==> src/sv/lfss_pkg.sv <==
// shared types, codes and constants for the line follow speed selector
// no dependencies

package lfss_pkg;

  // configuration port
  localparam int unsigned CFG_IDX_W  = 3;
  localparam int unsigned CFG_DATA_W = 15;

  localparam logic [CFG_IDX_W-1:0] CFG_WIDTH_MIN      = 3'd0;
  localparam logic [CFG_IDX_W-1:0] CFG_WIDTH_MAX      = 3'd1;
  localparam logic [CFG_IDX_W-1:0] CFG_CRITICAL_RATIO = 3'd2;
  localparam logic [CFG_IDX_W-1:0] CFG_POS_MIN        = 3'd3;
  localparam logic [CFG_IDX_W-1:0] CFG_POS_MAX        = 3'd4;
  localparam logic [CFG_IDX_W-1:0] CFG_ANG_MAX        = 3'd5;
  localparam logic [CFG_IDX_W-1:0] CFG_LOST_LIMIT     = 3'd6;
  localparam logic [CFG_IDX_W-1:0] CFG_BACK_SPEED     = 3'd7;

  // item function codes
  localparam logic [1:0] FUNC_TICK  = 2'd0;
  localparam logic [1:0] FUNC_MODE  = 2'd1;
  localparam logic [1:0] FUNC_LOAD  = 2'd2;
  localparam logic [1:0] FUNC_ESTOP = 2'd3;

  // drive modes
  localparam logic [1:0] MODE_HOST   = 2'd0;
  localparam logic [1:0] MODE_FOLLOW = 2'd1;
  localparam logic [1:0] MODE_REV    = 2'd2;
  localparam logic [1:0] MODE_STOP   = 2'd3;

  localparam int unsigned CENTER_PIXEL_DEF = 64;

  // fixed divisors of the speed law
  localparam logic [8:0] VEL_DIV    = 9'd120;
  localparam logic [8:0] CREEP_DIV  = 9'd10;
  localparam logic [8:0] RATIO_BIAS = 9'd2;

  // shared divider widths
  localparam int unsigned DIVD_W = 17;
  localparam int unsigned DIVS_W = 9;

  // rounded-up reciprocals for the fixed divisions, exact for any 17-bit dividend
  localparam int unsigned RCP_SHIFT = 24;
  localparam int unsigned RCP_W     = 22;
  localparam logic [RCP_W-1:0] RCP_VEL =
    RCP_W'(((1 << RCP_SHIFT) + int'(VEL_DIV) - 1) / int'(VEL_DIV));
  localparam logic [RCP_W-1:0] RCP_CREEP =
    RCP_W'(((1 << RCP_SHIFT) + int'(CREEP_DIV) - 1) / int'(CREEP_DIV));

  typedef struct packed {
    logic [7:0]  width_min;
    logic [7:0]  width_max;
    logic [7:0]  critical_ratio;
    logic [6:0]  pos_min;
    logic [6:0]  pos_max;
    logic [9:0]  ang_max;
    logic [7:0]  lost_limit;
    logic [14:0] back_speed;
  } cfg_t;

  typedef struct packed {
    logic              start;
    logic [DIVD_W-1:0] dividend;
    logic [DIVS_W-1:0] divisor;
  } div_req_t;

  typedef struct packed {
    logic              done;
    logic [DIVD_W-1:0] quotient;
  } div_rsp_t;

endpackage

==> src/sv/lfss_ifs.sv <==
// valid/ready channel interfaces for items and results
// no dependencies

interface lfss_in_if;
  logic              valid;
  logic              ready;
  logic [1:0]        func;
  logic [7:0]        line_width;
  logic [6:0]        line_position;
  logic [1:0]        new_mode;
  logic signed [15:0] host_velocity;
  logic signed [15:0] host_angular;

  modport source (output valid, func, line_width, line_position, new_mode,
                  host_velocity, host_angular, input ready);
  modport sink (input valid, func, line_width, line_position, new_mode,
                host_velocity, host_angular, output ready);
endinterface

interface lfss_out_if;
  logic               valid;
  logic               ready;
  logic signed [15:0] velocity;
  logic signed [15:0] angular;
  logic [1:0]         mode_out;

  modport source (output valid, velocity, angular, mode_out, input ready);
  modport sink (input valid, velocity, angular, mode_out, output ready);
endinterface

==> src/sv/line_follow_speed_select.sv <==
// drive command selector: set-mode, load and stop items finish at acceptance; a tick with
// no arithmetic goes through S_EMIT, which waits for a free output register. a line-follow
// tick with the line seen runs a threshold multiply, a 17-step threshold division and one
// reciprocal multiply, two inside the steering window (S_THR_MUL to S_ANG_GO, then S_EMIT);
// input is not ready until the result is in the output register; a waiting result does not block input.
// synchronous active-low reset: default config, host mode, zero host speeds, output empty

module line_follow_speed_select #(
  parameter int unsigned CENTER_PIXEL = lfss_pkg::CENTER_PIXEL_DEF
) (
  input  logic                            clk,
  input  logic                            rst_n,
  input  logic                            cfg_we,
  input  logic [lfss_pkg::CFG_IDX_W-1:0]  cfg_index,
  input  logic [lfss_pkg::CFG_DATA_W-1:0] cfg_wdata,
  lfss_in_if.sink                         in_ch,
  lfss_out_if.source                      out_ch
);
  import lfss_pkg::*;

  localparam logic [7:0] CP = 8'(CENTER_PIXEL);
  localparam logic [RCP_W-1:0] RCP_CP =
    RCP_W'(((1 << RCP_SHIFT) + CENTER_PIXEL - 1) / CENTER_PIXEL);

  typedef enum logic [3:0] {
    S_IDLE, S_THR_MUL, S_THR_GO, S_THR_WAIT, S_VEL_PREP, S_VEL_GO,
    S_ANG_PREP, S_ANG_GO, S_EMIT
  } state_t;

  cfg_t     cfg;
  div_req_t div_req;
  div_rsp_t div_rsp;

  state_t             state_r, state_nxt;
  logic [1:0]         mode_r, mode_nxt;
  logic [7:0]         lost_r, lost_nxt;
  logic               appr_r, appr_nxt;
  logic signed [15:0] hvel_r, hvel_nxt;
  logic signed [15:0] hang_r, hang_nxt;
  logic [7:0]         w_r, w_nxt;
  logic [6:0]         pos_r, pos_nxt;
  logic [7:0]         thr_r, thr_nxt;
  logic [DIVD_W-1:0]  prod_r, prod_nxt;
  logic [DIVS_W-1:0]  den_r, den_nxt;
  logic [RCP_W-1:0]   rcp_r, rcp_nxt;
  logic signed [15:0] vel_r, vel_nxt;
  logic signed [15:0] ang_r, ang_nxt;
  logic               ovld_r, ovld_nxt;
  logic signed [15:0] ovel_r, ovel_nxt;
  logic signed [15:0] oang_r, oang_nxt;
  logic [1:0]         omode_r, omode_nxt;

  logic                    accept;
  logic                    seen;
  logic [7:0]              cnt_inc;
  logic signed [8:0]       off;
  logic [8:0]              off_mag;
  logic [7:0]              abs_off;
  logic [8:0]              ctr9;
  logic [7:0]              ctr;
  logic                    in_window;
  logic [DIVD_W-1:0]       mul_a;
  logic [RCP_W-1:0]        mul_b;
  logic [DIVD_W+RCP_W-1:0] mul_p;
  logic [15:0]             q16;

  lfss_cfg_regs u_cfg (
    .clk       (clk),
    .rst_n     (rst_n),
    .cfg_we    (cfg_we),
    .cfg_index (cfg_index),
    .cfg_wdata (cfg_wdata),
    .cfg       (cfg)
  );

  lfss_div u_div (
    .clk   (clk),
    .rst_n (rst_n),
    .req   (div_req),
    .rsp   (div_rsp)
  );

  assign in_ch.ready = (state_r == S_IDLE);
  assign accept      = in_ch.valid && in_ch.ready;

  assign seen    = (in_ch.line_width > cfg.width_min) && (in_ch.line_width < cfg.width_max);
  assign cnt_inc = (lost_r != 8'hFF) ? lost_r + 8'd1 : lost_r;

  // offset of the line from centre and the clamped centre term
  always_comb begin
    off     = $signed({1'b0, CP}) - $signed({2'b00, pos_r});
    off_mag = off[8] ? 9'(-off) : 9'(off);
    abs_off = off_mag[7:0];
    ctr9    = {1'b0, CP} - {1'b0, abs_off};
    ctr     = ctr9[8] ? 8'd0 : ctr9[7:0];
  end

  assign in_window = (pos_r < cfg.pos_max) && (pos_r > cfg.pos_min);

  // the one multiplier, operands picked by the sequencer step
  always_comb begin
    case (state_r)
      S_THR_MUL: begin
        mul_a = {9'd0, cfg.width_max};
        mul_b = {14'd0, cfg.critical_ratio};
      end
      S_VEL_PREP: begin
        mul_a = {9'd0, 8'(cfg.width_max - w_r)};
        mul_b = {14'd0, ctr};
      end
      S_ANG_PREP: begin
        mul_a = {7'd0, cfg.ang_max};
        mul_b = {14'd0, abs_off};
      end
      default: begin
        // fixed division as a multiply by the reciprocal
        mul_a = prod_r;
        mul_b = rcp_r;
      end
    endcase
    mul_p = {{RCP_W{1'b0}}, mul_a} * {{DIVD_W{1'b0}}, mul_b};
  end

  assign q16 = {1'b0, mul_p[RCP_SHIFT+14:RCP_SHIFT]};

  always_comb begin
    div_req.start    = (state_r == S_THR_GO);
    div_req.dividend = prod_r;
    div_req.divisor  = den_r;
  end

  always_comb begin
    state_nxt = state_r;
    mode_nxt  = mode_r;
    lost_nxt  = lost_r;
    appr_nxt  = appr_r;
    hvel_nxt  = hvel_r;
    hang_nxt  = hang_r;
    w_nxt     = w_r;
    pos_nxt   = pos_r;
    thr_nxt   = thr_r;
    prod_nxt  = prod_r;
    den_nxt   = den_r;
    rcp_nxt   = rcp_r;
    vel_nxt   = vel_r;
    ang_nxt   = ang_r;
    ovld_nxt  = ovld_r;
    ovel_nxt  = ovel_r;
    oang_nxt  = oang_r;
    omode_nxt = omode_r;

    if (ovld_r && out_ch.ready) begin
      ovld_nxt = 1'b0;
    end

    case (state_r)
      S_IDLE: begin
        if (accept) begin
          case (in_ch.func)
            FUNC_MODE: begin
              if (in_ch.new_mode != MODE_STOP) begin
                mode_nxt = in_ch.new_mode;
              end
            end
            FUNC_LOAD: begin
              hvel_nxt = in_ch.host_velocity;
              hang_nxt = in_ch.host_angular;
            end
            FUNC_ESTOP: begin
              hvel_nxt = '0;
              hang_nxt = '0;
            end
            default: begin
              state_nxt = S_EMIT;
              case (mode_r)
                MODE_FOLLOW: begin
                  w_nxt   = in_ch.line_width;
                  pos_nxt = in_ch.line_position;
                  vel_nxt = '0;
                  ang_nxt = '0;
                  if (seen) begin
                    lost_nxt  = '0;
                    state_nxt = S_THR_MUL;
                  end else if (appr_r) begin
                    mode_nxt = MODE_HOST;
                    appr_nxt = 1'b0;
                  end else if (cnt_inc > cfg.lost_limit) begin
                    mode_nxt = MODE_STOP;
                    lost_nxt = '0;
                  end else begin
                    lost_nxt = cnt_inc;
                  end
                end
                MODE_REV: begin
                  vel_nxt = -$signed({1'b0, cfg.back_speed});
                  ang_nxt = '0;
                end
                MODE_HOST: begin
                  vel_nxt = hvel_r;
                  ang_nxt = hang_r;
                end
                default: begin
                  vel_nxt = '0;
                  ang_nxt = '0;
                end
              endcase
            end
          endcase
        end
      end
      S_THR_MUL: begin
        prod_nxt  = mul_p[DIVD_W-1:0];
        den_nxt   = {1'b0, cfg.critical_ratio} + RATIO_BIAS;
        state_nxt = S_THR_GO;
      end
      S_THR_GO:   state_nxt = S_THR_WAIT;
      S_THR_WAIT: begin
        if (div_rsp.done) begin
          thr_nxt   = div_rsp.quotient[7:0];
          state_nxt = S_VEL_PREP;
        end
      end
      S_VEL_PREP: begin
        // wide line: creep speed and mark the approach
        if (w_r > thr_r) begin
          prod_nxt = {9'd0, 8'(cfg.width_max - thr_r)};
          rcp_nxt  = RCP_CREEP;
          appr_nxt = 1'b1;
        end else begin
          prod_nxt = mul_p[DIVD_W-1:0];
          rcp_nxt  = RCP_VEL;
        end
        state_nxt = S_VEL_GO;
      end
      S_VEL_GO: begin
        vel_nxt   = q16;
        state_nxt = S_ANG_PREP;
      end
      S_ANG_PREP: begin
        if (in_window) begin
          prod_nxt  = mul_p[DIVD_W-1:0];
          rcp_nxt   = RCP_CP;
          state_nxt = S_ANG_GO;
        end else begin
          ang_nxt   = '0;
          state_nxt = S_EMIT;
        end
      end
      S_ANG_GO: begin
        // magnitude divided, sign put back: truncation toward zero
        ang_nxt   = off[8] ? -$signed(q16) : $signed(q16);
        state_nxt = S_EMIT;
      end
      S_EMIT: begin
        if (!ovld_r || out_ch.ready) begin
          ovld_nxt  = 1'b1;
          ovel_nxt  = vel_r;
          oang_nxt  = ang_r;
          omode_nxt = mode_r;
          state_nxt = S_IDLE;
        end
      end
      default: state_nxt = S_IDLE;
    endcase
  end

  always_ff @(posedge clk) begin
    if (!rst_n) begin
      state_r <= S_IDLE;
      mode_r  <= MODE_HOST;
      lost_r  <= '0;
      appr_r  <= 1'b0;
      hvel_r  <= '0;
      hang_r  <= '0;
      ovld_r  <= 1'b0;
    end else begin
      state_r <= state_nxt;
      mode_r  <= mode_nxt;
      lost_r  <= lost_nxt;
      appr_r  <= appr_nxt;
      hvel_r  <= hvel_nxt;
      hang_r  <= hang_nxt;
      ovld_r  <= ovld_nxt;
      w_r     <= w_nxt;
      pos_r   <= pos_nxt;
      thr_r   <= thr_nxt;
      prod_r  <= prod_nxt;
      den_r   <= den_nxt;
      rcp_r   <= rcp_nxt;
      vel_r   <= vel_nxt;
      ang_r   <= ang_nxt;
      ovel_r  <= ovel_nxt;
      oang_r  <= oang_nxt;
      omode_r <= omode_nxt;
    end
  end

  assign out_ch.valid    = ovld_r;
  assign out_ch.velocity = ovel_r;
  assign out_ch.angular  = oang_r;
  assign out_ch.mode_out = omode_r;

endmodule

==> src/sv/lfss_cfg_regs.sv <==
// configuration register file with write-only port
// depends on lfss_pkg

module lfss_cfg_regs (
  input  logic                           clk,
  input  logic                           rst_n,
  input  logic                           cfg_we,
  input  logic [lfss_pkg::CFG_IDX_W-1:0] cfg_index,
  input  logic [lfss_pkg::CFG_DATA_W-1:0] cfg_wdata,
  output lfss_pkg::cfg_t                 cfg
);
  import lfss_pkg::*;

  cfg_t cfg_r;

  always_ff @(posedge clk) begin
    if (!rst_n) begin
      cfg_r.width_min      <= 8'd10;
      cfg_r.width_max      <= 8'd100;
      cfg_r.critical_ratio <= 8'd8;
      cfg_r.pos_min        <= 7'd4;
      cfg_r.pos_max        <= 7'd124;
      cfg_r.ang_max        <= 10'd300;
      cfg_r.lost_limit     <= 8'd50;
      cfg_r.back_speed     <= 15'd100;
    end else if (cfg_we) begin
      case (cfg_index)
        CFG_WIDTH_MIN:      cfg_r.width_min      <= cfg_wdata[7:0];
        CFG_WIDTH_MAX:      cfg_r.width_max      <= cfg_wdata[7:0];
        CFG_CRITICAL_RATIO: cfg_r.critical_ratio <= cfg_wdata[7:0];
        CFG_POS_MIN:        cfg_r.pos_min        <= cfg_wdata[6:0];
        CFG_POS_MAX:        cfg_r.pos_max        <= cfg_wdata[6:0];
        CFG_ANG_MAX:        cfg_r.ang_max        <= cfg_wdata[9:0];
        CFG_LOST_LIMIT:     cfg_r.lost_limit     <= cfg_wdata[7:0];
        CFG_BACK_SPEED:     cfg_r.back_speed     <= cfg_wdata[14:0];
        default: ;
      endcase
    end
  end

  assign cfg = cfg_r;

endmodule

==> src/sv/lfss_div.sv <==
// restoring divider, one quotient bit per cycle
// depends on lfss_pkg

module lfss_div (
  input  logic               clk,
  input  logic               rst_n,
  input  lfss_pkg::div_req_t req,
  output lfss_pkg::div_rsp_t rsp
);
  import lfss_pkg::*;

  localparam int unsigned CNT_W = $clog2(DIVD_W);

  logic              busy_r;
  logic              done_r;
  logic [CNT_W-1:0]  cnt_r;
  logic [DIVD_W-1:0] quo_r;
  logic [DIVS_W-1:0] den_r;
  logic [DIVS_W-1:0] rem_r;

  logic [DIVS_W:0]   shf;
  logic              ge;
  logic [DIVS_W-1:0] rem_nxt;
  logic [DIVD_W-1:0] quo_nxt;

  always_comb begin
    shf     = {rem_r, quo_r[DIVD_W-1]};
    ge      = shf >= {1'b0, den_r};
    rem_nxt = ge ? DIVS_W'(shf - {1'b0, den_r}) : shf[DIVS_W-1:0];
    quo_nxt = {quo_r[DIVD_W-2:0], ge};
  end

  always_ff @(posedge clk) begin
    if (!rst_n) begin
      busy_r <= 1'b0;
      done_r <= 1'b0;
    end else begin
      done_r <= 1'b0;
      if (req.start) begin
        busy_r <= 1'b1;
        quo_r  <= req.dividend;
        den_r  <= req.divisor;
        rem_r  <= '0;
        cnt_r  <= CNT_W'(DIVD_W - 1);
      end else if (busy_r) begin
        rem_r <= rem_nxt;
        quo_r <= quo_nxt;
        if (cnt_r == '0) begin
          busy_r <= 1'b0;
          done_r <= 1'b1;
        end else begin
          cnt_r <= cnt_r - 1'b1;
        end
      end
    end
  end

  assign rsp.done     = done_r;
  assign rsp.quotient = quo_r;

endmodule

==> src/flat_wrapper.sv <==
// flat-port wrapper written by rule: the top's interface ports become plain ports
module line_follow_speed_select_flat import lfss_pkg::*;
#(
  parameter int unsigned CENTER_PIXEL = lfss_pkg::CENTER_PIXEL_DEF
)
  (clk, rst_n, cfg_we, cfg_index, cfg_wdata, in_ch_valid, in_ch_func, in_ch_line_width, in_ch_line_position, in_ch_new_mode, in_ch_host_velocity, in_ch_host_angular, in_ch_ready, out_ch_valid, out_ch_velocity, out_ch_angular, out_ch_mode_out, out_ch_ready);
  lfss_in_if in_ch_i ();
  lfss_out_if out_ch_i ();
  input  logic clk;
  input  logic rst_n;
  input  logic cfg_we;
  input  logic [lfss_pkg::CFG_IDX_W-1:0] cfg_index;
  input  logic [lfss_pkg::CFG_DATA_W-1:0] cfg_wdata;
  input wire logic [$bits(in_ch_i.valid)-1:0] in_ch_valid;
  input wire logic [$bits(in_ch_i.func)-1:0] in_ch_func;
  input wire logic [$bits(in_ch_i.line_width)-1:0] in_ch_line_width;
  input wire logic [$bits(in_ch_i.line_position)-1:0] in_ch_line_position;
  input wire logic [$bits(in_ch_i.new_mode)-1:0] in_ch_new_mode;
  input wire logic [$bits(in_ch_i.host_velocity)-1:0] in_ch_host_velocity;
  input wire logic [$bits(in_ch_i.host_angular)-1:0] in_ch_host_angular;
  output wire logic [$bits(in_ch_i.ready)-1:0] in_ch_ready;
  output wire logic [$bits(out_ch_i.valid)-1:0] out_ch_valid;
  output wire logic [$bits(out_ch_i.velocity)-1:0] out_ch_velocity;
  output wire logic [$bits(out_ch_i.angular)-1:0] out_ch_angular;
  output wire logic [$bits(out_ch_i.mode_out)-1:0] out_ch_mode_out;
  input wire logic [$bits(out_ch_i.ready)-1:0] out_ch_ready;
  assign in_ch_i.valid = in_ch_valid;
  assign in_ch_i.func = in_ch_func;
  assign in_ch_i.line_width = in_ch_line_width;
  assign in_ch_i.line_position = in_ch_line_position;
  assign in_ch_i.new_mode = in_ch_new_mode;
  assign in_ch_i.host_velocity = in_ch_host_velocity;
  assign in_ch_i.host_angular = in_ch_host_angular;
  assign in_ch_ready = in_ch_i.ready;
  assign out_ch_valid = out_ch_i.valid;
  assign out_ch_velocity = out_ch_i.velocity;
  assign out_ch_angular = out_ch_i.angular;
  assign out_ch_mode_out = out_ch_i.mode_out;
  assign out_ch_i.ready = out_ch_ready;
  line_follow_speed_select #(.CENTER_PIXEL(CENTER_PIXEL)) u_core (.clk(clk), .rst_n(rst_n), .cfg_we(cfg_we), .cfg_index(cfg_index), .cfg_wdata(cfg_wdata), .in_ch(in_ch_i), .out_ch(out_ch_i));
endmodule
==> config.mk <==
export PLATFORM = sky130hd
export DESIGN_NAME = line_follow_speed_select_flat
export DESIGN_NICKNAME = d
export VERILOG_FILES = /design/src/sv/lfss_pkg.sv /design/src/sv/lfss_ifs.sv /design/src/sv/line_follow_speed_select.sv /design/src/sv/lfss_cfg_regs.sv /design/src/sv/lfss_div.sv /design/src/flat_wrapper.sv
export SDC_FILE = /design/constraint.sdc
export NUM_CORES = 1
export LEC_CHECK = 0
export ABC_AREA = 1
export BUFFER_PORTS_ARGS = -buffer_cell sky130_fd_sc_hd__buf_2
export CAP_MARGIN = 20
export CORE_MARGIN = 2
export CORE_UTILIZATION = 58
export DETAILED_ROUTE_END_ITERATION = 16
export GPL_ROUTABILITY_DRIVEN = 0
export GPL_TIMING_DRIVEN = 0
export PLACE_DENSITY = 0.75
export SLEW_MARGIN = 20
export SYNTH_ARGS = -nofsm -noshare
export SYNTH_HDL_FRONTEND = slang
export SYNTH_SLANG_ARGS = --single-unit
==> constraint.sdc <==
create_clock -name clk -period 8.25 [get_ports clk]
set_clock_uncertainty 0.15 [all_clocks]
set_input_delay 0.825 -clock clk [delete_from_list [all_inputs] [get_ports clk]]
set_output_delay 0.825 -clock clk [all_outputs]
set_load 0.05 [all_outputs]
After elaboration in Yosys (flattened, before gate mapping) --
Cells that the tools add are included.
Storage, ports and cells: register bits 298, logic and storage cells 195, output and inout bits 36, bits of input ports 74
Cells by class: reduce and logical (&&, ||, !) cells 46, bitwise operators 4, multipliers 1, add/sub/neg operators 11, equal/unequal tests 35, muxes and demuxes 59, magnitude comparators 7
Operator list (count):
- $pmux W16 S2 | 4
- $mux W16 | 7
- $pmux W17 S3 | 2
- $mux W17 | 4
- $pmux W22 S3 | 1
- $mux W8 | 6
- $pmux W16 S3 | 1
- $pmux W22 S2 | 1
- $mul A17 B22 Y39 | 1
- $pmux W4 S9 | 1
- $neg A15 Y16 | 2
- $mux W4 | 7
- $gt A8 B8 Y1 | 3
- $mux W22 | 1
- $reduce_and A2 Y1 | 11
- $mux W21 | 1
- $mux W9 | 2
- $ne A2 B2 Y1 const B | 9
- $reduce_and A3 Y1 | 6
- $eq A4 B3 Y1 const B | 4
- $sub A8 B8 Y8 | 2
- $reduce_and A5 Y1 | 3
- $eq A3 B3 Y1 const B | 4
- $mux W1 | 12
- other kinds (39) | 68

Depth between registers and ports, before layout --
Gate-level depths: netlist (run 1).
word-level depth 10, gate-level depth with buffers 50, depth with buffers taken out 50

By module --
A second synthesis (run 1) with hierarchy kept.
Second synthesis, totals: cells, all modules 3262, area total of the unflattened synthesis 25660.9 um^2
Modules (own cells, without submodules):
- line_follow_speed_select | times used 1, area an instance 20628.5 um^2, cells each 2607
- lfss_cfg_regs | times used 1, area an instance 2746.4 um^2, cells each 394
- lfss_div | times used 1, area an instance 2285.9 um^2, cells each 261

Worst setup path after synthesis (run 1) --
Ideal clock, no wire load.
kind register -> register, start point register u_core.u_cfg.cfg_r, in the netlist u_core.u_cfg.cfg[55], end point register u_core.ang_r[8], data pin, required time 7.833 ns, path buffers 0, period minus slack after synthesis 7.773 ns, path slack 0.477 ns, arrival time 7.357 ns, stages on the path, launching flop included 42, path through dfxtp_1 > inv_1 > ha_1 > inv_1 > fa_1 > nand2_1 > inv_1 > o21ai_1 > nand2_1 > a21oi_1 > o21ba_1 > xor2_1 > or2_0 > a22oi_2 > nand2_1 > inv_1 > fa_1 > fa_1 > (+6 left out) > fa_1 > inv_1 > ha_1 > nand2_1 > nor2_1 > inv_1 > nor2_1 > nand3_1 > nand3_1 > xor2_1 > inv_1 > ha_1 > nand3_1 > nand2_1 > nand2_1 > o21ai_0 > nand3_1 > o21ai_0
On the way: word-level cells in the longest chain between the ends 6
RTL lines:
- start, declared | line lfss_cfg_regs.sv:14 | cfg_t cfg_r;
- $sub A8 B8 Y8 | line line_follow_speed_select.sv:108 | mul_a = {9'd0, 8'(cfg.width_max - w_r)};
- $pmux W17 S3 (*) | line line_follow_speed_select.sv:102 | case (state_r)
- $mul A17 B22 Y39 (*) | line line_follow_speed_select.sv:121 | mul_p = {{RCP_W{1'b0}}, mul_a} * {{DIVD_W{1'b0}}, mul_b};
- $neg A15 Y16 | line line_follow_speed_select.sv:251 | ang_nxt = off[8] ? -$signed(q16) : $signed(q16);
- $mux W16 (*) | line line_follow_speed_select.sv:251
- $pmux W16 S3 (*) | line line_follow_speed_select.sv:156 | case (state_r)
- via u_core.ang_nxt[8] | line line_follow_speed_select.sv:47 | logic signed [15:0] ang_r, ang_nxt;
- end signal, assigned | line line_follow_speed_select.sv:291 | ang_r <= ang_nxt;
- end, declared | line line_follow_speed_select.sv:47
Mark *: on every way through the listed nets, which the timed path passes. The rest lies on a longest branch. A chain may end at the register's enable or synchronous reset.

Final worst setup path (run 1) --
start point register u_core.w_r[0], end point register u_core.ang_r[8], data pin
On the way: word-level cells in the longest chain between the ends 6
RTL lines:
- start, declared | line line_follow_speed_select.sv:40 | logic [7:0] w_r, w_nxt;
- start signal, assigned | line line_follow_speed_select.sv:284 | w_r <= w_nxt;
- $sub A8 B8 Y8 (*) | line line_follow_speed_select.sv:108
- $pmux W17 S3 (*) | line line_follow_speed_select.sv:102
- $mul A17 B22 Y39 (*) | line line_follow_speed_select.sv:121
- $neg A15 Y16 | line line_follow_speed_select.sv:251
- $mux W16 (*) | line line_follow_speed_select.sv:251
- $pmux W16 S3 (*) | line line_follow_speed_select.sv:156
- via u_core.ang_nxt[8] | line line_follow_speed_select.sv:47
Marked as above.

==> results_tabular.tex, run 1 <==
\begin{tabular}{lr}
\hline
Metric & Value \\
\hline
\multicolumn{2}{l}{\textbf{Yosys}} \\
Portion of the post-synthesis area used by sequential elements & between 20\% and 30\% \\
Area fraction of the dominant cell type after synthesis & 19.6\% \\
Average size of a mapped cell & roughly 8.3 sq um \\
Area of the mapped netlist & 25100 sq um \\
Commonest register cell after synthesis & edfxtp\_1 \\
Cell type with the highest aggregate area in the netlist & fa\_1 \\
Post-synth EDFFs & about 160 \\
Number of synthesized register bits & 280 \\
Async SR Flop Fraction & 0\% \\
Synthesized instance count & 3041 \\
Count of different cell masters after synthesis & 67 \\
Yosys warning total & 0 \\
Synth area leaders & fa\_1, edfxtp\_1, inv\_1, ha\_1, dfxtp\_1 \\
\multicolumn{2}{l}{\textbf{Timing}} \\
Hold Worst Slack & 0.264 ns \\
Final-report hold violation count & 0 \\
Worst slew slack as a fraction of its limit & 43.6\% \\
RSZ-0062 raised after global routing & true \\
Shortest period the worst path allows & just over 8 ns \\
Slew at the pin with the worst max-slew slack & 0.841 ns \\
Fraction of the cycle the final worst path needs & between 90\% and 100\% \\
Final-report setup violation count & 0 \\
Top achievable clock speed & 0.124 GHz \\
Max-slew violation total from the final report & 0 \\
\multicolumn{2}{l}{\textbf{Floorplan}} \\
Die height & approximately 210 um \\
Area inside the core boundary & 42900 sq um \\
Die outline width & around 210 um \\
I/O Pins & 110 \\
Starting utilization of the core area & 58.5\% \\
Num rows & 76 \\
Die Outline Area & 45000 sq um \\
\multicolumn{2}{l}{\textbf{Critical path}} \\
R2R Path End & u\_core.ang\_r[8]\$\_DFFE\_PP\_ \\
Critical path arrival & 8.21 ns \\
Largest fanout on the critical path & 4 \\
Depth of the worst register-to-register path & 45 \\
Startpoint of the lowest-slack register-to-register path & u\_core.w\_r[0]\$\_DFFE\_PP\_ \\
Setup crit end kind & flip-flop \\
Critical Path Slowest Stage Cell & fa\_1 \\
Delay of the slowest cell on the worst path & about 0.55 ns \\
Kind of start point of the critical path & flip-flop \\
Register-to-register setup slack & 0.18 ns \\
Required time of the critical path & 8.39 ns \\
Category of the most critical setup path & reg2reg \\
Cell repeated most along the worst path & nand2\_1 \\
\multicolumn{2}{l}{\textbf{Route}} \\
Antenna-violating nets left & 0 \\
Vias & $\sim$22000 \\
Count of routing violations after the opening detailed-route iteration & around 2000 \\
Drt wl/cell & 18.4 um \\
Mean number of vias per cell & between 5 and 6 \\
Number of optimization iterations in the first detailed-route pass & 7 \\
Post-detailed-routing wire length & slightly above 70 mm \\
DRC violations left & 0 \\
\multicolumn{2}{l}{\textbf{Flow run}} \\
Maximum Capacitance Violations & 0 \\
\multicolumn{2}{l}{\textbf{CTS}} \\
Hold-fix buffers at CTS & 0 \\
Worst skew pair latency & 0.59 ns \\
Cts bufs inserted & 29 \\
CTS tree & yes \\
Number of sinks handled by clock tree synthesis & 280 \\
Clock Tree Buf Depth & 3 \\
H-tree lvl count & 1 \\
Clk root buf & clkbuf\_16 \\
Clock-pin slew of the registers on the worst-case setup and hold paths & 0.06 ns \\
\multicolumn{2}{l}{\textbf{Global routing}} \\
Pin count of the biggest net entering global routing & 23 \\
Via count of the first global-routing pass & 21700 \\
Initial antenna violation count & 0 \\
First-pass GRT wire length & around 110 mm \\
Total global routing track utilization & about a third \\
Total global routing overflow & 0 \\
\multicolumn{2}{l}{\textbf{Hold path}} \\
Hold Path Class & reg2reg \\
Worst hold path depth & 0 \\
Worst hold path endpoint & u\_core.out\_ch.angular[14]\$\_DFFE\_PP\_ \\
Hold path startpoint & u\_core.ang\_r[14]\$\_DFFE\_PP\_ \\
\multicolumn{2}{l}{\textbf{Pwr}} \\
Static Leakage & between 0.01 and 0.015 uW \\
Largest vdd supply drop & between 100 and 150 uV \\
Cell Pwr Density & around 140 nW/um\^{}2 \\
\multicolumn{2}{l}{\textbf{Cells and area}} \\
Top library cells by usage in the layout, fill and taps aside & inv\_1, nand2\_1, fa\_1 \\
Ant. Diodes & 0 \\
Ratio of cells with drive above 1 in the final layout & between 10\% and 20\% \\
Most frequent standard cell in the layout excluding fill and tap cells & inv\_1 \\
Finished Core Util & between 60\% and 70\% \\
Area delta synth->final & 16.3\% \\
\# nets final & between 3000 and 4000 \\
\multicolumn{2}{l}{\textbf{Status}} \\
Result of the run & finished clean \\
\multicolumn{2}{l}{\textbf{Place}} \\
Estimated wirelength of the detail-placed design & 55.8 mm \\
Count of port buffers added during placement & approximately 110 \\
\hline
\end{tabular}
==> timing repair <==
item,CTS,global route
pin swaps,15,85
cloned,0,1
setup buffers,25,46
resized for setup,92,218
setup endpoints to repair,30,24
==> kinds of logic (layout without fill, tap and decap cells) <==
family / count (synthesis) / after routing / synth area share (%)
buffers and inverters: 798 / 1038 / 12.0
DFF: 280 / 280 / 28.7
other: 2 / 14 / 0.0299
and+or+nand+nor: 1045 / 1046 / 17.9
xor gates and xnor gates: 43 / 43 / 1.74
adders and majority gates: 456 / 456 / 30.1
AOI/OAI and AO/OA: 417 / 417 / 9.52
==> how the worst max path moves through the flow <==
| stage | cells after the start | startpoint | to |
|---|---|---|---|
| 6_report | 45 | u_core.w_r[0]$_DFFE_PP_ | u_core.ang_r[8]$_DFFE_PP_ |
| 5_1_grt | 43 | u_core.w_r[2]$_DFFE_PP_ | u_core.ang_r[14]$_DFFE_PP_ |
| 4_1_cts | 41 | u_core.u_cfg.cfg[55]$_SDFFE_PN0P_ | u_core.ang_r[8]$_DFFE_PP_ |
| 3_5_place_dp | 43 | u_core.w_r[2]$_DFFE_PP_ | u_core.ang_r[6]$_DFFE_PP_ |
| 3_3_place_gp | 43 | u_core.w_r[2]$_DFFE_PP_ | u_core.ang_r[6]$_DFFE_PP_ |
| 2_1_floorplan | 41 | u_core.u_cfg.cfg[55]$_SDFFE_PN0P_ | u_core.ang_r[8]$_DFFE_PP_ |
==> worst max-delay path, delay by kind of cell (launching register included) <==
kind	cells	cell delay, ns
adder cells (fa/ha/maj)	10	3.87
AO/OA/AOI/OAI	5	0.61
AND/OR/NAND/NOR	17	1.59
XOR/XNOR	2	0.26
flip-flops	1	0.41
buffers and inverters	11	0.87
==> per-stage QoR <==
| stage | instances | TNS, ns | worst slack (ns) | cell area [sq um] | power (uW) |
|---|---|---|---|---|---|
| after floorplan | 3053 | 0 | 0.477 | 25100 | 2070 |
| after global placement | 3745 | -9.83 | -0.863 | 26400 | 2280 |
| after detailed placement | 3753 | -12.37 | -1.01 | 26500 | 2300 |
| after CTS | 3832 | 0 | 0.00372 | 28100 | 3760 |
| after global routing | 3879 | -1.20 | -0.149 | 29200 | 4140 |
| final | 3879 | 0 | 0.183 | 29200 | 3980 |
==> report_power, final <==
group | switching, uW | internal [uW]
sequential | 17.1 | 1510
combinational | 664 | 400
clock | 561 | 832
total | 1240 | 2740
==> flip-flops by register name, summed over array words and instances (netlist names), 5 cells and up <==
register / cells
u_core.u_cfg.cfg: 71
u_core.prod_r: 17
u_core.u_div.quo_r: 17
u_core.ang_r: 16
u_core.hang_r: 16
u_core.hvel_r: 16
u_core.out_ch.angular: 16
u_core.out_ch.velocity: 16
u_core.vel_r: 16
u_core.den_r: 9
u_core.u_div.den_r: 9
u_core.u_div.rem_r: 9
u_core.lost_r: 8
u_core.thr_r: 8
u_core.w_r: 8
u_core.pos_r: 7
u_core.u_div.cnt_r: 5
==> per-layer routing <==
metal,vias to the layer above,wire [um],track usage (%)
met3,250,6230,5.30
met2,1060,33900,53.3
met4,0,3670,14.6
met5,-,0,0
li1,9984,-,-
met1,10300,27600,40.5
==> final cells by class <==
| type | count | area, sq um |
|---|---|---|
| Fill cell | 3338 | 13700 |
| Inverter | 741 | 2810 |
| Sequential cell | 280 | 7200 |
| Buffer | 57 | 256 |
| Multi-Input combinational cell | 1976 | 16000 |
| Clock inverter | 17 | 233 |
| Tap cell | 585 | 732 |
| Clock buffer | 37 | 786 |
| Timing Repair Buffer | 186 | 1170 |
==> cell usage after synthesis (4+ instances only) <==
| master | count |
|---|---|
| a211oi_1 | 27 |
| fa_1 | 246 |
| nor2_2 | 15 |
| nand4_1 | 17 |
| o21ai_2 | 4 |
| nor2_1 | 269 |
| nand2_4 | 8 |
| nor3_1 | 37 |
| xnor2_1 | 12 |
| or2_2 | 8 |
| o211ai_1 | 22 |
| inv_1 | 721 |
| o21ai_0 | 139 |
| o22ai_1 | 10 |
| nor2_4 | 6 |
| clkbuf_1 | 48 |
| nand2_2 | 10 |
| inv_2 | 16 |
| edfxtp_1 | 159 |
| ha_1 | 210 |
| a21oi_1 | 164 |
| nand3_1 | 123 |
| a22oi_1 | 6 |
| a31oi_1 | 7 |
| xor2_1 | 26 |
| buf_2 | 6 |
| a221oi_1 | 6 |
| nand2_1 | 528 |
| and2_1 | 5 |
| dfxtp_1 | 121 |
| o21ai_1 | 6 |
Power figures use the tool's default switching activity.
==> run 2, diff against run 1 <==
--- a/config.mk
+++ b/config.mk
@@ -14,6 +14,7 @@
 export GPL_ROUTABILITY_DRIVEN = 0
 export GPL_TIMING_DRIVEN = 0
 export PLACE_DENSITY = 0.75
+export RECOVER_POWER = 50
 export SLEW_MARGIN = 20
 export SYNTH_ARGS = -nofsm -noshare
 export SYNTH_HDL_FRONTEND = slang
==> results_tabular.tex, run 2 (same netlist as run 1, synthesis figures left out) <==
\begin{tabular}{lr}
\hline
Metric & Value \\
\hline
\multicolumn{2}{l}{\textbf{Status}} \\
Result of the run & finished with violations \\
Violated checks & max-capacitance violations \\
\multicolumn{2}{l}{\textbf{Route}} \\
Post-detailed-routing wire length & 71.5 mm (+0.14\%) \\
Mean number of vias per cell & 5.57 (+0.20\%) \\
Vias & 21600 (+0.20\%) \\
Antenna-violating nets left & 0 (unchanged) \\
Count of routing violations after the opening detailed-route iteration & 1939 (-3.1\%) \\
Number of optimization iterations in the first detailed-route pass & 8 (+1) \\
Drt wl/cell & 18.4 um (+0.14\%) \\
DRC violations left & 0 (unchanged) \\
\multicolumn{2}{l}{\textbf{Global routing}} \\
Total global routing overflow & 0 (unchanged) \\
Total global routing track utilization & 31.8\% (unchanged) \\
Pin count of the biggest net entering global routing & 23 (unchanged) \\
First-pass GRT wire length & 111 mm (unchanged) \\
Via count of the first global-routing pass & 21700 (unchanged) \\
Initial antenna violation count & 0 (unchanged) \\
\multicolumn{2}{l}{\textbf{Timing}} \\
Slew at the pin with the worst max-slew slack & 1.47 ns (+0.625 ns) \\
Max-slew violation total from the final report & 0 (unchanged) \\
Top achievable clock speed & 0.124 GHz (about the same) \\
Worst slew slack as a fraction of its limit & 1.47\% (-42 points) \\
Final-report hold violation count & 0 (unchanged) \\
Fraction of the cycle the final worst path needs & 97.8\% (about the same) \\
Final-report setup violation count & 0 (unchanged) \\
RSZ-0062 raised after global routing & true \\
Shortest period the worst path allows & 8.07 ns (+0.00274 ns) \\
Slack of the critical path & 0.180 ns (-0.00274 ns) \\
\multicolumn{2}{l}{\textbf{Floorplan}} \\
Area inside the core boundary & 42900 sq um (unchanged) \\
Num rows & 76 (unchanged) \\
Die Outline Area & 45000 sq um (unchanged) \\
Starting utilization of the core area & 58.5\% (unchanged) \\
I/O Pins & 110 (unchanged) \\
Die outline width & 212 um (unchanged) \\
Die height & 212 um (unchanged) \\
\multicolumn{2}{l}{\textbf{Cells and area}} \\
Number of flip-flops in the largest register & 71 (unchanged) \\
\# nets final & 3801 (unchanged) \\
Top library cells by usage in the layout, fill and taps aside & inv\_1, nand2\_1, fa\_1 \\
Finished Core Util & 67.8\% (-0.23 points) \\
Ant. Diodes & 0 (unchanged) \\
Count of placed standard cells in the final layout, fillers left out & 3879 (unchanged) \\
Most frequent standard cell in the layout excluding fill and tap cells & inv\_1 \\
Area delta synth->final & 15.9\% \\
Final design area excluding fillers & 29100 sq um (-0.34\%) \\
Ratio of cells with drive above 1 in the final layout & 15.1\% (-1.6 points) \\
FILL cells & 3364 (+0.78\%) \\
\multicolumn{2}{l}{\textbf{CTS}} \\
CTS tree & yes \\
Clock Tree Buf Depth & 3 (unchanged) \\
Clock-pin slew of the registers on the worst-case setup and hold paths & 0.07 ns (about the same) \\
Worst skew pair latency & 0.59 ns (about the same) \\
Number of sinks handled by clock tree synthesis & 280 (unchanged) \\
H-tree lvl count & 1 (unchanged) \\
Hold-fix buffers at CTS & 0 (unchanged) \\
Clk root buf & clkbuf\_16 \\
Cts bufs inserted & 29 (unchanged) \\
\multicolumn{2}{l}{\textbf{Pwr}} \\
Static Leakage & 0.0139 uW (-1.0\%) \\
Switching part of the total power & 31.2\% (-0.036 points) \\
Largest vdd supply drop & 150 uV (+0.50\%) \\
Sequential cell fraction of total power & 38.3\% (about the same) \\
Cell Pwr Density & 137 nW/um\^{}2 (+0.22\%) \\
Internal portion of total power & 2740 uW (about the same) \\
Overall power consumption & 3980 uW (-0.12\%) \\
Net Switching & 1240 uW (-0.24\%) \\
Comb pwr share & 26.6\% (about the same) \\
Clock share of power & 35.0\% (about the same) \\
\multicolumn{2}{l}{\textbf{Critical path}} \\
First element of the critical path & u\_core.pos\_r[1]\$\_DFFE\_PP\_ \\
Kind of start point of the critical path & flip-flop \\
Critical path arrival & 8.21 ns (about the same) \\
Category of the most critical setup path & reg2reg \\
Required time of the critical path & 8.39 ns (about the same) \\
Delay of the slowest cell on the worst path & 0.57 ns (+0.02 ns) \\
Largest fanout on the critical path & 10 (+6) \\
Critical Path Slowest Stage Cell & fa\_1 \\
Setup crit end kind & flip-flop \\
Startpoint of the lowest-slack register-to-register path & u\_core.pos\_r[1]\$\_DFFE\_PP\_ \\
\multicolumn{2}{l}{\textbf{Hold path}} \\
Hold path startpoint & u\_core.ang\_r[14]\$\_DFFE\_PP\_ \\
Hold Path Class & reg2reg \\
\multicolumn{2}{l}{\textbf{Place}} \\
Inst Count DP & 3753 (unchanged) \\
Count of port buffers added during placement & 107 (unchanged) \\
Dpl cell area & 26500 sq um (unchanged) \\
Placement Setup Slack & -1.01 ns (unchanged) \\
Estimated wirelength of the detail-placed design & 55.8 mm (unchanged) \\
\multicolumn{2}{l}{\textbf{Flow run}} \\
Maximum Capacitance Violations & 1 (+1) \\
\hline
\end{tabular}
-- run 2: cell count changes in the layout (fill, tap and decap cells not counted), sizes merged --
cell and delta:
buf -47, clkbuf +47
-- run 2: stage by stage --
step           TNS, ns  hold WS (ns)
4_1_cts              0         0.234
2_1_floorplan        0         0.250
5_1_grt          -1.20         0.251
3_3_place_gp     -9.83         0.252
6_report             0         0.263
3_5_place_dp    -12.37         0.255
-- run 2: area by class of cell --
cell class | instances | area [sq um] | share of cell area (%)
clock buffer | 37 | 786 | 2.70
tap | 585 | 732 | 2.52
buffer | 57 | 256 | 0.882
inverter | 741 | 2810 | 9.67
clock inverter | 17 | 233 | 0.800
multi-input combinational | 1976 | 16000 | 54.9
sequential | 280 | 7200 | 24.7
timing repair buffer | 186 | 1110 | 3.80
-- run 2: repair_timing --
item                                    in CTS  in global routing
cloned                                       0                  1
buffers inserted                            25                 46
endpoints found under the setup margin      30                 24
endpoints found under the hold margin        0                  0
pin swaps                                   15                 85
resized for setup                           92                218
-- run 2: power by group through the flow --
stage                     clock, uW  sequential, uW  combinational, uW
after floorplan                   0            1560                507
after global placement            0            1550                729
after detailed placement          0            1550                748
after CTS                      1410            1520                831
after global routing           1460            1530               1160
final                          1390            1530               1060
-- run 2: critical path: cells and delay by family, from the launching register on --
kind                       cells  cell delay, ns
adders and majority gates      8            3.58
xor gates and xnor gates       2            0.36
DFF                            1            0.41
AOI/OAI and AO/OA              3            0.26
buffers and inverters          8            0.85
and+or+nand+nor               18            2.15
-- run 2: final timing paths --
| check | end | slack (ns) | depth (start not counted) |
|---|---|---|---|
| hold / removal | u_core.out_ch.angular[14]$_DFFE_PP_ | 0.26 | 0 |
| setup reg to reg | u_core.ang_r[6]$_DFFE_PP_ | 0.18 | 39 |
| setup / recovery | u_core.ang_r[6]$_DFFE_PP_ | 0.18 | 39 |
| hold reg to reg | u_core.out_ch.angular[14]$_DFFE_PP_ | 0.26 | 0 |
-- run 2: layer usage --
layer  vias to the layer above  global-route usage [%]  share of wire, %
li1                       9987                       -                 -
met1                     10300                    40.5                38
met2                      1096                    53.3                48
met3                       256                    5.30               9.3
met4                         0                    14.6               5.1
met5                         -                       0                 0
